==> src/rtl/fire_heat_field_engine_unit_defines.svh <==
// Assertion macros for the fire heat field engine.
// Used by the top level; relies on the clock and reset port names.
`ifndef FIRE_HEAT_FIELD_ENGINE_UNIT_DEFINES_SVH
`define FIRE_HEAT_FIELD_ENGINE_UNIT_DEFINES_SVH

// Same-cycle implication, disabled while reset is high.
`define FHE_ASSERT_NOW(label, ante, cons, msg) \
   label: assert property (@(posedge clock) disable iff (reset) (ante) |-> (cons)) \
      else $error(msg);

// Next-cycle implication, disabled while reset is high.
`define FHE_ASSERT_NEXT(label, ante, cons, msg) \
   label: assert property (@(posedge clock) disable iff (reset) (ante) |=> (cons)) \
      else $error(msg);

`endif

==> src/rtl/fhe_pkg.sv <==
// Types, codes and constant arithmetic helpers for the fire heat field engine.
// No dependencies.
package fhe_pkg;

   localparam int SPARK_RANGE = 160;
   localparam int PAL_W       = 7;

   localparam logic [1:0] MODE_PROPAGATE = 2'd0;
   localparam logic [1:0] MODE_SPARK     = 2'd1;
   localparam logic [1:0] MODE_RENDER    = 2'd2;

   localparam logic [1:0] REG_PANEL_WIDTH  = 2'd0;
   localparam logic [1:0] REG_PANEL_HEIGHT = 2'd1;
   localparam logic [1:0] REG_MASK_ENABLE  = 2'd2;

   typedef struct packed {
      logic [1:0]  mode;
      logic [3:0]  col;
      logic [3:0]  row;
      logic [15:0] drift_random;
      logic [15:0] decay_random;
      logic [15:0] spark_random;
   } req_type;

   typedef struct packed {
      logic [7:0]       heat_value;
      logic [PAL_W-1:0] palette_index;
      logic             bad_address;
   } rsp_type;

   // x mod 3 through the reciprocal 43691 / 2^17, exact over 16 bits.
   function automatic logic [1:0] mod3_u16(input logic [15:0] x);
      logic [32:0] prod;
      logic [15:0] quot;
      logic [15:0] rem;
      prod = 33'(x) * 33'(43691);
      quot = prod[32:17];
      rem  = x - ((quot << 1) + quot);
      return rem[1:0];
   endfunction

   // x mod 5 through the reciprocal 52429 / 2^18, exact over 16 bits.
   function automatic logic [2:0] mod5_u16(input logic [15:0] x);
      logic [31:0] prod;
      logic [15:0] quot;
      logic [15:0] rem;
      prod = 32'(x) * 32'(52429);
      quot = 16'(prod[31:18]);
      rem  = x - ((quot << 2) + quot);
      return rem[2:0];
   endfunction

   // x mod 160: the low five bits pass through, the rest is divided by 5.
   function automatic logic [7:0] mod160_u16(input logic [15:0] x);
      logic [26:0] prod;
      logic [15:0] quot;
      logic [15:0] rem;
      prod = 27'(x[15:5]) * 27'(52429);
      quot = 16'(prod[26:18]);
      rem  = x - ((quot << 7) + (quot << 5));
      return rem[7:0];
   endfunction

endpackage

==> src/rtl/fire_heat_field_engine_unit.sv <==
// Fire heat field engine: heat grid in one synchronous memory, one cell operation per request.
// A taken request is registered in the second stage, then its result in the output register.
// Throughput: one request per cycle unless stalled; the grid has one read and one write port.
// Reset: a clearing pass zeroes the grid's MAX_WIDTH*MAX_HEIGHT cells (256 at default size),
// with req_stall high throughout; the configuration port is live during the pass.
// Depends on fhe_pkg and fire_heat_field_engine_unit_defines.svh.
`include "fire_heat_field_engine_unit_defines.svh"

module fire_heat_field_engine_unit #(
   parameter int MAX_WIDTH    = 16,
   parameter int MAX_HEIGHT   = 16,
   parameter int PALETTE_SIZE = 64
) (
   input  logic            clock,
   input  logic            reset,
   input  logic            req_valid,
   output logic            req_stall,
   input  fhe_pkg::req_type req_data,
   output logic            rsp_valid,
   input  logic            rsp_stall,
   output fhe_pkg::rsp_type rsp_data,
   input  logic            csr_psel,
   input  logic            csr_penable,
   input  logic            csr_pwrite,
   input  logic [3:0]      csr_paddr,
   input  logic [31:0]     csr_pwdata,
   output logic [31:0]     csr_prdata,
   output logic            csr_pready
);
   import fhe_pkg::*;

   localparam int DEPTH   = MAX_WIDTH * MAX_HEIGHT;
   localparam int AW      = $clog2(DEPTH);
   localparam int MAX_DIM = (MAX_WIDTH > MAX_HEIGHT) ? MAX_WIDTH : MAX_HEIGHT;
   localparam int DIM_W   = $clog2(MAX_DIM + 32);
   localparam int SQ_W    = 2 * (DIM_W + 1);

   // Configuration registers.
   logic [4:0] panel_width_ff, panel_width_in;
   logic [4:0] panel_height_ff, panel_height_in;
   logic       mask_enable_ff, mask_enable_in;

   // Clearing pass.
   logic          clear_busy_ff, clear_busy_in;
   logic [AW-1:0] clear_addr_ff, clear_addr_in;

   // Grid memory.
   logic [7:0]    heat_mem [DEPTH];
   logic [7:0]    mem_rd_ff;
   logic          mem_we;
   logic [AW-1:0] mem_waddr;
   logic [7:0]    mem_wdata;

   // Request-side decode.
   logic             req_accept;
   logic [DIM_W-1:0] w_sat, h_sat, col_e, row_e, src_col, rd_row, rd_col, wr_row, rad;
   logic [1:0]       drift_pick;
   logic             bad_in;
   logic [2:0]       decay_sub_in;
   logic [7:0]       spark_heat_in;
   logic             masked_in;
   logic [AW-1:0]    rd_addr_in, wr_addr_in;
   logic signed [DIM_W:0] dx_s, dy_s;
   logic signed [SQ_W-1:0] dx_w, dy_w;
   logic [SQ_W-1:0]  dist2;
   logic [SQ_W-1:0]  rad2;

   // Second stage: read data present, result formed.
   logic          s1_valid_ff, s1_valid_in;
   logic [1:0]    s1_mode_ff;
   logic          s1_bad_ff;
   logic [AW-1:0] s1_wr_addr_ff;
   logic [2:0]    s1_decay_sub_ff;
   logic [7:0]    s1_spark_heat_ff;
   logic          s1_masked_ff;
   logic          fwd_hit_ff, fwd_hit_in;
   logic [7:0]    fwd_data_ff;
   logic          s1_adv;
   logic          s1_wr_en;
   logic [7:0]    src_heat;
   rsp_type       s1_result;

   // Output register.
   logic    rsp_valid_ff, rsp_valid_in;
   rsp_type rsp_data_ff;

   logic [PAL_W-1:0] pal_lut [256];

   for (genvar g = 0; g < 256; g++) begin : g_pal
      localparam int PAL_RAW = g * (PALETTE_SIZE - 1) / SPARK_RANGE;
      localparam int PAL_CLP = (PAL_RAW > PALETTE_SIZE - 1) ? PALETTE_SIZE - 1 : PAL_RAW;
      assign pal_lut[g] = PAL_W'(PAL_CLP);
   end

   // ---------------- configuration port ----------------
   assign csr_pready = 1'b1;

   always_comb begin
      panel_width_in  = panel_width_ff;
      panel_height_in = panel_height_ff;
      mask_enable_in  = mask_enable_ff;
      if (csr_psel && csr_penable && csr_pwrite) begin
         case (csr_paddr[3:2])
            REG_PANEL_WIDTH:  panel_width_in  = csr_pwdata[4:0];
            REG_PANEL_HEIGHT: panel_height_in = csr_pwdata[4:0];
            REG_MASK_ENABLE:  mask_enable_in  = csr_pwdata[0];
            default: ;
         endcase
      end
   end

   always_comb begin
      case (csr_paddr[3:2])
         REG_PANEL_WIDTH:  csr_prdata = 32'(panel_width_ff);
         REG_PANEL_HEIGHT: csr_prdata = 32'(panel_height_ff);
         REG_MASK_ENABLE:  csr_prdata = 32'(mask_enable_ff);
         default:          csr_prdata = '0;
      endcase
   end

   // ---------------- request decode ----------------
   assign req_accept = req_valid && !req_stall;
   assign req_stall  = clear_busy_ff || (s1_valid_ff && !s1_adv);

   always_comb begin
      if (DIM_W'(panel_width_ff) < DIM_W'(2)) begin
         w_sat = DIM_W'(2);
      end else if (DIM_W'(panel_width_ff) > DIM_W'(MAX_WIDTH)) begin
         w_sat = DIM_W'(MAX_WIDTH);
      end else begin
         w_sat = DIM_W'(panel_width_ff);
      end
      if (DIM_W'(panel_height_ff) < DIM_W'(2)) begin
         h_sat = DIM_W'(2);
      end else if (DIM_W'(panel_height_ff) > DIM_W'(MAX_HEIGHT)) begin
         h_sat = DIM_W'(MAX_HEIGHT);
      end else begin
         h_sat = DIM_W'(panel_height_ff);
      end
   end

   always_comb begin
      col_e      = DIM_W'(req_data.col);
      row_e      = DIM_W'(req_data.row);
      drift_pick = mod3_u16(req_data.drift_random);

      // Lateral source column, held inside the panel.
      case (drift_pick)
         2'd0:    src_col = (col_e == '0) ? '0 : col_e - DIM_W'(1);
         2'd1:    src_col = col_e;
         default: src_col = (col_e + DIM_W'(1) >= w_sat) ? w_sat - DIM_W'(1)
                                                          : col_e + DIM_W'(1);
      endcase

      if (req_data.mode == MODE_PROPAGATE) begin
         rd_row = row_e + DIM_W'(1);
         rd_col = src_col;
      end else begin
         rd_row = row_e;
         rd_col = col_e;
      end
      wr_row = (req_data.mode == MODE_SPARK) ? h_sat - DIM_W'(1) : row_e;

      rd_addr_in = AW'(32'(rd_row) * MAX_WIDTH + 32'(rd_col));
      wr_addr_in = AW'(32'(wr_row) * MAX_WIDTH + 32'(col_e));

      case (req_data.mode)
         MODE_PROPAGATE: bad_in = (col_e >= w_sat) || (row_e + DIM_W'(1) >= h_sat);
         MODE_SPARK:     bad_in = (col_e >= w_sat);
         MODE_RENDER:    bad_in = (col_e >= w_sat) || (row_e >= h_sat);
         default:        bad_in = 1'b1;
      endcase

      // Cooling is stronger in the upper half of the panel.
      decay_sub_in  = (row_e < (h_sat >> 1)) ? mod5_u16(req_data.decay_random)
                                             : 3'(mod3_u16(req_data.decay_random));
      spark_heat_in = mod160_u16(req_data.spark_random);

      // Offsets are widened to the full square width before multiplying.
      dx_s  = $signed({1'b0, col_e}) - $signed({1'b0, w_sat >> 1});
      dy_s  = $signed({1'b0, row_e}) - $signed({1'b0, h_sat >> 1});
      dx_w  = SQ_W'(dx_s);
      dy_w  = SQ_W'(dy_s);
      rad   = ((w_sat < h_sat) ? w_sat : h_sat) >> 1;
      dist2 = SQ_W'($unsigned(dx_w * dx_w)) + SQ_W'($unsigned(dy_w * dy_w));
      rad2  = SQ_W'(rad) * SQ_W'(rad);
      masked_in = mask_enable_ff && (dist2 > rad2);
   end

   // ---------------- second stage ----------------
   assign s1_adv   = s1_valid_ff && (!rsp_valid_ff || !rsp_stall);
   assign s1_wr_en = s1_adv && !s1_bad_ff
                     && (s1_mode_ff == MODE_PROPAGATE || s1_mode_ff == MODE_SPARK);

   // The memory read misses a write made at the same edge, so that value is carried alongside.
   assign src_heat = fwd_hit_ff ? fwd_data_ff : mem_rd_ff;

   always_comb begin
      s1_result = '0;
      if (s1_bad_ff) begin
         s1_result.bad_address = 1'b1;
      end else begin
         case (s1_mode_ff)
            MODE_PROPAGATE: begin
               s1_result.heat_value = (src_heat > 8'(s1_decay_sub_ff))
                                      ? src_heat - 8'(s1_decay_sub_ff) : 8'd0;
            end
            MODE_SPARK: begin
               s1_result.heat_value = s1_spark_heat_ff;
            end
            MODE_RENDER: begin
               s1_result.heat_value    = src_heat;
               s1_result.palette_index = s1_masked_ff ? PAL_W'(PALETTE_SIZE)
                                                      : pal_lut[src_heat];
            end
            default: begin
               s1_result.bad_address = 1'b1;
            end
         endcase
      end
   end

   always_comb begin
      if (req_accept) begin
         s1_valid_in = 1'b1;
      end else if (s1_adv) begin
         s1_valid_in = 1'b0;
      end else begin
         s1_valid_in = s1_valid_ff;
      end
      fwd_hit_in = s1_wr_en && (s1_wr_addr_ff == rd_addr_in);

      if (s1_adv) begin
         rsp_valid_in = 1'b1;
      end else if (!rsp_stall) begin
         rsp_valid_in = 1'b0;
      end else begin
         rsp_valid_in = rsp_valid_ff;
      end

      clear_busy_in = clear_busy_ff;
      clear_addr_in = clear_addr_ff;
      if (clear_busy_ff) begin
         clear_addr_in = clear_addr_ff + AW'(1);
         if (clear_addr_ff == AW'(DEPTH - 1)) begin
            clear_busy_in = 1'b0;
         end
      end
   end

   assign mem_we    = clear_busy_ff || s1_wr_en;
   assign mem_waddr = clear_busy_ff ? clear_addr_ff : s1_wr_addr_ff;
   assign mem_wdata = clear_busy_ff ? 8'd0 : s1_result.heat_value;

   // ---------------- registers ----------------
   always_ff @(posedge clock) begin
      if (reset) begin
         panel_width_ff  <= 5'd16;
         panel_height_ff <= 5'd16;
         mask_enable_ff  <= 1'b1;
         clear_busy_ff   <= 1'b1;
         clear_addr_ff   <= '0;
         s1_valid_ff     <= 1'b0;
         rsp_valid_ff    <= 1'b0;
      end else begin
         panel_width_ff  <= panel_width_in;
         panel_height_ff <= panel_height_in;
         mask_enable_ff  <= mask_enable_in;
         clear_busy_ff   <= clear_busy_in;
         clear_addr_ff   <= clear_addr_in;
         s1_valid_ff     <= s1_valid_in;
         rsp_valid_ff    <= rsp_valid_in;
      end
   end

   always_ff @(posedge clock) begin
      if (req_accept) begin
         s1_mode_ff       <= req_data.mode;
         s1_bad_ff        <= bad_in;
         s1_wr_addr_ff    <= wr_addr_in;
         s1_decay_sub_ff  <= decay_sub_in;
         s1_spark_heat_ff <= spark_heat_in;
         s1_masked_ff     <= masked_in;
         fwd_hit_ff       <= fwd_hit_in;
         fwd_data_ff      <= s1_result.heat_value;
      end
      if (s1_adv) begin
         rsp_data_ff <= s1_result;
      end
   end

   always_ff @(posedge clock) begin
      if (mem_we) begin
         heat_mem[mem_waddr] <= mem_wdata;
      end
      if (req_accept) begin
         mem_rd_ff <= heat_mem[rd_addr_in];
      end
   end

   assign rsp_valid = rsp_valid_ff;
   assign rsp_data  = rsp_data_ff;

   // ---------------- assertions ----------------
   `FHE_ASSERT_NOW(a_no_accept_clearing, clear_busy_ff, !req_accept, "request taken during clearing pass")
   `FHE_ASSERT_NOW(a_no_write_clearing, clear_busy_ff, !s1_wr_en, "cell write during clearing pass")
   `FHE_ASSERT_NEXT(a_accept_fills_s1, req_accept, s1_valid_ff, "accepted request lost before stage two")
   `FHE_ASSERT_NEXT(a_adv_fills_rsp, s1_adv, rsp_valid_ff, "stage two result not registered")
   `FHE_ASSERT_NEXT(a_fwd_taken, req_accept && s1_wr_en && s1_wr_addr_ff == rd_addr_in, fwd_hit_ff, "same-cell write not forwarded")

endmodule

==> config.mk <==
export PLATFORM = sky130hd
export DESIGN_NAME = fire_heat_field_engine_unit
export DESIGN_NICKNAME = d
export VERILOG_FILES = /design/src/rtl/fhe_pkg.sv /design/src/rtl/fire_heat_field_engine_unit.sv
export VERILOG_INCLUDE_DIRS = /design/src /design/src/rtl
export SDC_FILE = /design/constraint.sdc
export NUM_CORES = 2
export LEC_CHECK = 0
export ABC_AREA = 1
export BUFFER_PORTS_ARGS = -buffer_cell sky130_fd_sc_hd__buf_2
export CAP_MARGIN = 10
export CORE_UTILIZATION = 58
export DETAILED_ROUTE_END_ITERATION = 12
export PLACE_DENSITY = 0.81
export SLEW_MARGIN = 20
export SYNTH_ARGS = -nofsm -noshare
export SYNTH_HDL_FRONTEND = slang
export SYNTH_SLANG_ARGS = --single-unit
==> constraint.sdc <==
create_clock -name clock -period 14.95 [get_ports clock]
set_clock_uncertainty 0.15 [all_clocks]
set_input_delay 1.495 -clock clock [delete_from_list [all_inputs] [get_ports clock]]
set_output_delay 1.495 -clock clock [all_outputs]
set_load 0.005 [all_outputs]
### Word-level counts from Yosys, hierarchy flattened

Memories as Yosys holds them, arrays and structs flattened. A register that Yosys moved wholly into a read port is not among the register bits.
Cells that the tools add are included.

| word-level totals | value |
|---|---|
| bits in registers | 70 |
| latch bits | 0 |
| bits in writable memories | 2048 |
| memory bits (read-only) | 1792 |
| input port bits | 101 |
| output and inout port bits | 51 |
| logic and storage cells | 139 |
| memories kept | 2 |

| operators by class | value |
|---|---|
| $add $sub $neg | 20 |
| $mul | 7 |
| div/mod/pow operators | 0 |
| magnitude comparators | 13 |
| equality and inequality tests | 10 |
| shifts and indexed selects | 0 |
| multiplexer cells | 33 |
| bitwise logic cells | 2 |
| reductions and logical operators | 32 |

Memories:

| memory | words | width | read ports | clocked after Yosys merged registers in | wr ports | RTL line | source |
|---|---|---|---|---|---|---|---|
| heat_mem | 256 | 8 | 1 | 1 | 1 | fire_heat_field_engine_unit.sv:48 | `logic [7:0] heat_mem [DEPTH];` |
| (no name shown) | 256 | 7 | 1 | 0 | 0 | fire_heat_field_engine_unit.sv:214 | `: pal_lut[src_heat];` |

Operator list:

| kind | number |
|---|---|
| $mul 16x16->19 const B | 2 |
| $mux 8 | 4 |
| $mul 5x5->10 | 3 |
| $mux 7 | 4 |
| $mux 5 | 5 |
| $pmux 8 s3 | 1 |
| $mul 11x16->21 const B | 1 |
| $mul 16x16->21 const B | 1 |
| $mux 6 | 3 |
| $mux 15 | 1 |
| $pmux 5 s3 | 1 |
| $gt 14x10->1 | 1 |
| $pmux 6 s2 | 1 |
| $add 10x10->11 | 1 |
| $add 4x1->5 const B | 2 |
| $gt 5x5->1 const B | 2 |
| $lt 5x2->1 const B | 2 |
| $sub 4x4->5 | 2 |
| $ge 9x9->1 const B | 1 |
| $logic_and 1x1->1 | 9 |
| $mux 1 | 9 |
| $not 8->9 | 1 |
| $add 8x1->8 const B | 1 |
| $add 8x4->8 | 1 |
| other kinds (35) | 58 |

### Depth between registers and ports, before layout

| depth | value |
|---|---|
| word-level depth | 10 |
| mapped depth | 47 |
| mapped depth without buffers | 45 |

### Worst setup path before layout

Ideal clock, no wire load.

| timing path | value |
|---|---|
| path kind | flip-flop to flip-flop |
| start point | register fwd_hit_ff |
| end point | memory heat_mem[0][6] (data pin) |
| setup time | 2.095 ns |
| data arrival time | 11.874 ns |
| setup slack | 0.831 ns |
| stages on the path, launching flop included | 14 |
| buffers on the path | 1 |
| period minus slack after synthesis | 14.119 ns |
| path through | edfxtp_1 buf_2 inv_1 or2_2 o21ai_0 inv_1 fa_1 a21oi_1 inv_1 nor2_1 nand2_1 xor2_1 a221oi_1 nor3_1 |

| between the ends | value |
|---|---|
| cells in the longest elaborated chain, start to end | 6 |

Ends and longest elaborated chain:

| what | RTL line | source |
|---|---|---|
| from (decl) | fire_heat_field_engine_unit.sv:76 | `logic fwd_hit_ff, fwd_hit_in;` |
| from (signal assigned) | fire_heat_field_engine_unit.sv:284 | `fwd_hit_ff <= fwd_hit_in;` |
| $mux 8 * | fire_heat_field_engine_unit.sv:196 | `assign src_heat = fwd_hit_ff ? fwd_data_ff : mem_rd_ff;` |
| $sub 8x3->8 or $gt 8x3->1 (tied branches) | fire_heat_field_engine_unit.sv:206, fire_heat_field_engine_unit.sv:205 |  |
| $mux 8 | fire_heat_field_engine_unit.sv:206 | `? src_heat - 8'(s1_decay_sub_ff) : 8'd0;` |
| $pmux 8 s3 * | fire_heat_field_engine_unit.sv:203 | `case (s1_mode_ff)` |
| $mux 15 * | fire_heat_field_engine_unit.sv:200 | `if (s1_bad_ff) begin` |
| $mux 8 * | fire_heat_field_engine_unit.sv:253 | `assign mem_wdata = clear_busy_ff ? 8'd0 : s1_result.heat_value;` |
| via mem_wdata[6] | fire_heat_field_engine_unit.sv:52 | `logic [7:0] mem_wdata;` |
| to (decl) | fire_heat_field_engine_unit.sv:48 |  |

Mark *: on every way through the listed nets, which the timed path passes. The rest lies on a longest branch.

### Worst setup path after layout

| timing path | value |
|---|---|
| start point | input port req_data[33] (netlist name) |
| end point | register mem_rd_ff[1] (read register of heat_mem) (data pin) |

| between the ends | value |
|---|---|
| cells in the longest elaborated chain, start to end | 7 |

Ends and longest elaborated chain:

| what | RTL line | source |
|---|---|---|
| from (decl) | fire_heat_field_engine_unit.sv:18 | `input fhe_pkg::req_type req_data,` |
| $mul 16x16->19 | fhe_pkg.sv:36 | `prod = 33'(x) * 33'(43691);` |
| $add 2x2->2 | fhe_pkg.sv:38 | `rem = x - ((quot << 1) + quot);` |
| $sub 2x2->2 * | fhe_pkg.sv:38 |  |
| $eq 2x1->1 or $logic_not 2->1 (tied branches) | fire_heat_field_engine_unit.sv:148 | `case (drift_pick)` |
| $pmux 6 s2 * | fire_heat_field_engine_unit.sv:148 |  |
| $mux 6 * | fire_heat_field_engine_unit.sv:155 | `if (req_data.mode == MODE_PROPAGATE) begin` |
| $add 8x6->8 * | fire_heat_field_engine_unit.sv:164 | `rd_addr_in = AW'(32'(rd_row) * MAX_WIDTH + 32'(rd_col));` |
| to (decl) | fire_heat_field_engine_unit.sv:49 | `logic [7:0] mem_rd_ff;` |

Every way passes the cells marked *; elsewhere a longest branch is shown, timed or not.
A chain may end at the register's enable or synchronous reset.

==> run_results.csv <==
group,metric,value,unit
run_status,run_status,"complete, no violations",
sta,rsz_0062_raised_after_global_routing,"false",
yosys,synthesis.yosys.warnings,0,
sta,worst_tran_pin_value,1.18,ns
sta,total_negative_slack_for_setup_checks,0,ns
grt,grt_start_max_net_pins,228,
routing,number_of_vias_in_the_routed_layout,75400,
setup_path,max_stage_delay,0.76,ns
setup_path,regToRegStartpoint,"panel_width_ff[4]",
yosys,synth.cell_area,108000,µm²
setup_path,r2r_worst_path_depth,30,
yosys,yosys.cell_count.top_type,"edfxtp_1",
sta,highest_attainable_clock_frequency,0.0880,GHz
finish,nets,10800,
placement,dp_hpwl,158000,µm
yosys,synth_top_area_cell,"edfxtp_1",
yosys,syn_inst,10200,
cts,clk_latency,0.89,ns
floorplanning,num_io_pins,152,
finish,fillerInstances,13700,
setup_path,path_max_fanout,112,
routing,wl_per_cell,21.6,µm
cts,cts_max_level,4,
finish,area.growth.synth_to_final,7.50,%
sta,worst_slew_margin_rel,21.2,%
grt,top_usage_layer,"met2",
cts,number_of_clock_sinks,2126,
setup_path,endpoint,"mem_rd_ff[1]",
routing,drc,0,
cts,ctsResizeCount,0,
setup_path,reg2reg_setup_slack,6.53,ns
yosys,edff_count_synth,2104,
placement,globalplace.congestion,0.912,
cts,clkTransAtPathRegs,0.06,ns
routing,first_pass_iters,9,
sta,period_share,76.0,%
cts,clock-root-buffer,"clkbuf_16",
routing,route.final.wire_length,275000,µm
setup_path,worstPathRequired,15.43,ns
grt,antenna_found_initial,8,
finish,seqCellArea,63600,µm²
routing,detail_route.iter0.violations,9718,
yosys,ys_seq_elements,2126,
cts,ctsHoldBuffers,0,
floorplanning,fp.dieArea,189000,µm²
setup_path,path_common_cell,"nand2_1",
yosys,post_synthesis_async_set_or_reset_flop_share,0,%
cts,max-clock-path-buffers,3,
finish,multi_input_comb_area,36000,µm²
routing,route.detailed.vias_per_inst,5.94,
yosys,synth_top_cells_by_count,"2104 x edfxtp_1, 1890 x nand2_1, 1832 x nand3_1",
yosys,yosys.area.top_type_share,58.3,%
sta,timing_max_transition_violations_final,0,
setup_path,critPathLaunch,"req_data[33]",
placement,placedCellCount,12300,
yosys,synth_area_leaders,"edfxtp_1 58%, nand3_1 8.5%, nand2_1 6.5%",
cts,cts_setup_buffers,0,
yosys,yosysSeqAreaShare,58.7,%
cts,number_of_clock_buffers_inserted_by_tritoncts,202,
setup_path,terminus_of_the_critical_flop_to_flop_path,"s1_masked_ff",
yosys,syn_area_per_cell,10.6,µm²
setup_path,critPathSlowestCell,"inv_8",
min_path,worst_hold_check_path_type,"flop to flop",
yosys,yosys.cell_types.count,58,
floorplanning,die_height,434,µm
floorplanning,die_w,434,µm
sta,final_hold_viol_count,0,
floorplanning,fp_rows,158,
placement,port-buffer-count,94,
floorplanning,initial_utilization,58.5,%
floorplanning,fp.coreArea,185000,µm²
setup_path,startpoint_type,"input port",
yosys,synth-main-ff-cell,"edfxtp_1",
routing,antenna_nets_post_route,0,
grt,overflow,0,
cts,cts_tree,"built",
grt,grt_util_all_layers,29.1,%
setup_path,worst_ep_arrival_time,11.83,ns
flow_run,maxCapViolCount,0,
grt,wire_length_of_the_first_global_routing_pass,420000,µm
setup_path,setup.worst_path.class,"input port to flop",
sta,report.final.setup_viol,0,
finish,final_cell_count_no_fill,12700,
finish,drive_gt1_share,4.93,%
grt,grtUsageMet2,46.0,%
grt,met3_capacity_usage_during_global_routing,5.83,%
grt,grtUsageMet1,37.6,%
grt,first_global_vias,73800,
sta,period_needed,11.36,ns
setup_path,setup.worst_path.end_class,"flop",
[cells in the final DEF, fill, tap and decap left out, types with 10 or more instances in the layout]
master	n
a31oi_1	10
o21ai_0	79
edfxtp_1	2104
nand3_1	1832
or2_2	13
inv_1	1570
clkbuf_16	202
buf_12	23
ha_1	382
xor2_1	48
nor3_1	20
buf_4	58
dfxtp_1	22
nor2_1	402
bufinv_16	12
clkinv_1	52
nand2_1	1888
nand3b_1	613
nand4_1	17
fa_1	242
conb_1	34
clkinv_2	34
diode_2	14
buf_2	94
o211ai_1	123
a21oi_1	92
clkbuf_1	48
xnor2_1	43
[critical path: cells and delay by family]
kind            cells  cell delay [ns]
xor+xnor            1             0.70
compound gates      1             0.06
fa+ha+maj           9             3.71
simple gates       20             3.70
buf+inv             8             1.85
[kinds of logic (layout without fill, tap and decap cells)]
kind of cell,count (synthesis),count (layout),share of synthesized area (%)
AO/OA/AOI/OAI,377,377,2.23
XOR/XNOR,92,92,0.743
adder cells (fa/ha/maj),625,625,8.89
buffers and inverters,2176,2130,8.33
flip-flops,2126,2126,58.7
multiplexers,1,1,0.00924
other,2,48,0.00693
AND/OR/NAND/NOR,4816,4816,21.1
[state kept, by name (all words and copies together), names as in the netlist]
name,cells
fwd_hit_ff,1
fwd_data_ff,8
s1_mode_ff,2
mem_rd_ff,8
clear_busy_ff,1
s1_valid_ff,1
panel_height_ff,5
rsp_valid,1
panel_width_ff,5
s1_spark_heat_ff,8
s1_wr_addr_ff,8
s1_bad_ff,1
mask_enable_ff,1
heat_mem,2048
clear_addr_ff,8
rsp_data,16
s1_decay_sub_ff,3
s1_masked_ff,1
[layer usage]
metal	up-vias	share of wire [%]	wire, µm
met5	-	0.023	62
met4	8	5.7	15700
met3	868	11	29400
met2	4396	47	129000
met1	36100	37	100000
li1	34000	-	-
[per-stage QoR]
step	utilization, %	worst slack (ns)	instance area [µm²]	hold WS [ns]
global placement	59.3	3.19	110000	0.326
global route	62.8	3.18	116000	0.369
floorplan	-	0.831	109000	0.307
CTS	62.8	3.92	116000	0.345
finish	62.8	3.59	117000	0.341
detailed placement	59.3	3.07	110000	0.333
[layout make-up]
type	instances	area share [%]
clock inverter	123	1.01
antenna	14	0.0301
multi-input combinational	5945	30.9
clock buffer	250	4.49
sequential	2126	54.6
inverter	1580	5.11
tap	2480	2.66
timing repair buffer	177	1.21
[worst min-delay path by stage]
stage,from,to,depth (start not counted)
after floorplan,panel_width_ff[1],panel_width_ff[1],2
after global placement,s1_valid_ff,rsp_valid,2
after detailed placement,s1_valid_ff,rsp_valid,2
after CTS,s1_valid_ff,rsp_valid,2
after global routing,s1_valid_ff,rsp_valid,2
final,s1_valid_ff,rsp_valid,2
Power is not shown: default switching activity piles up to over one toggle a cycle in this logic, so the estimate is an artifact.
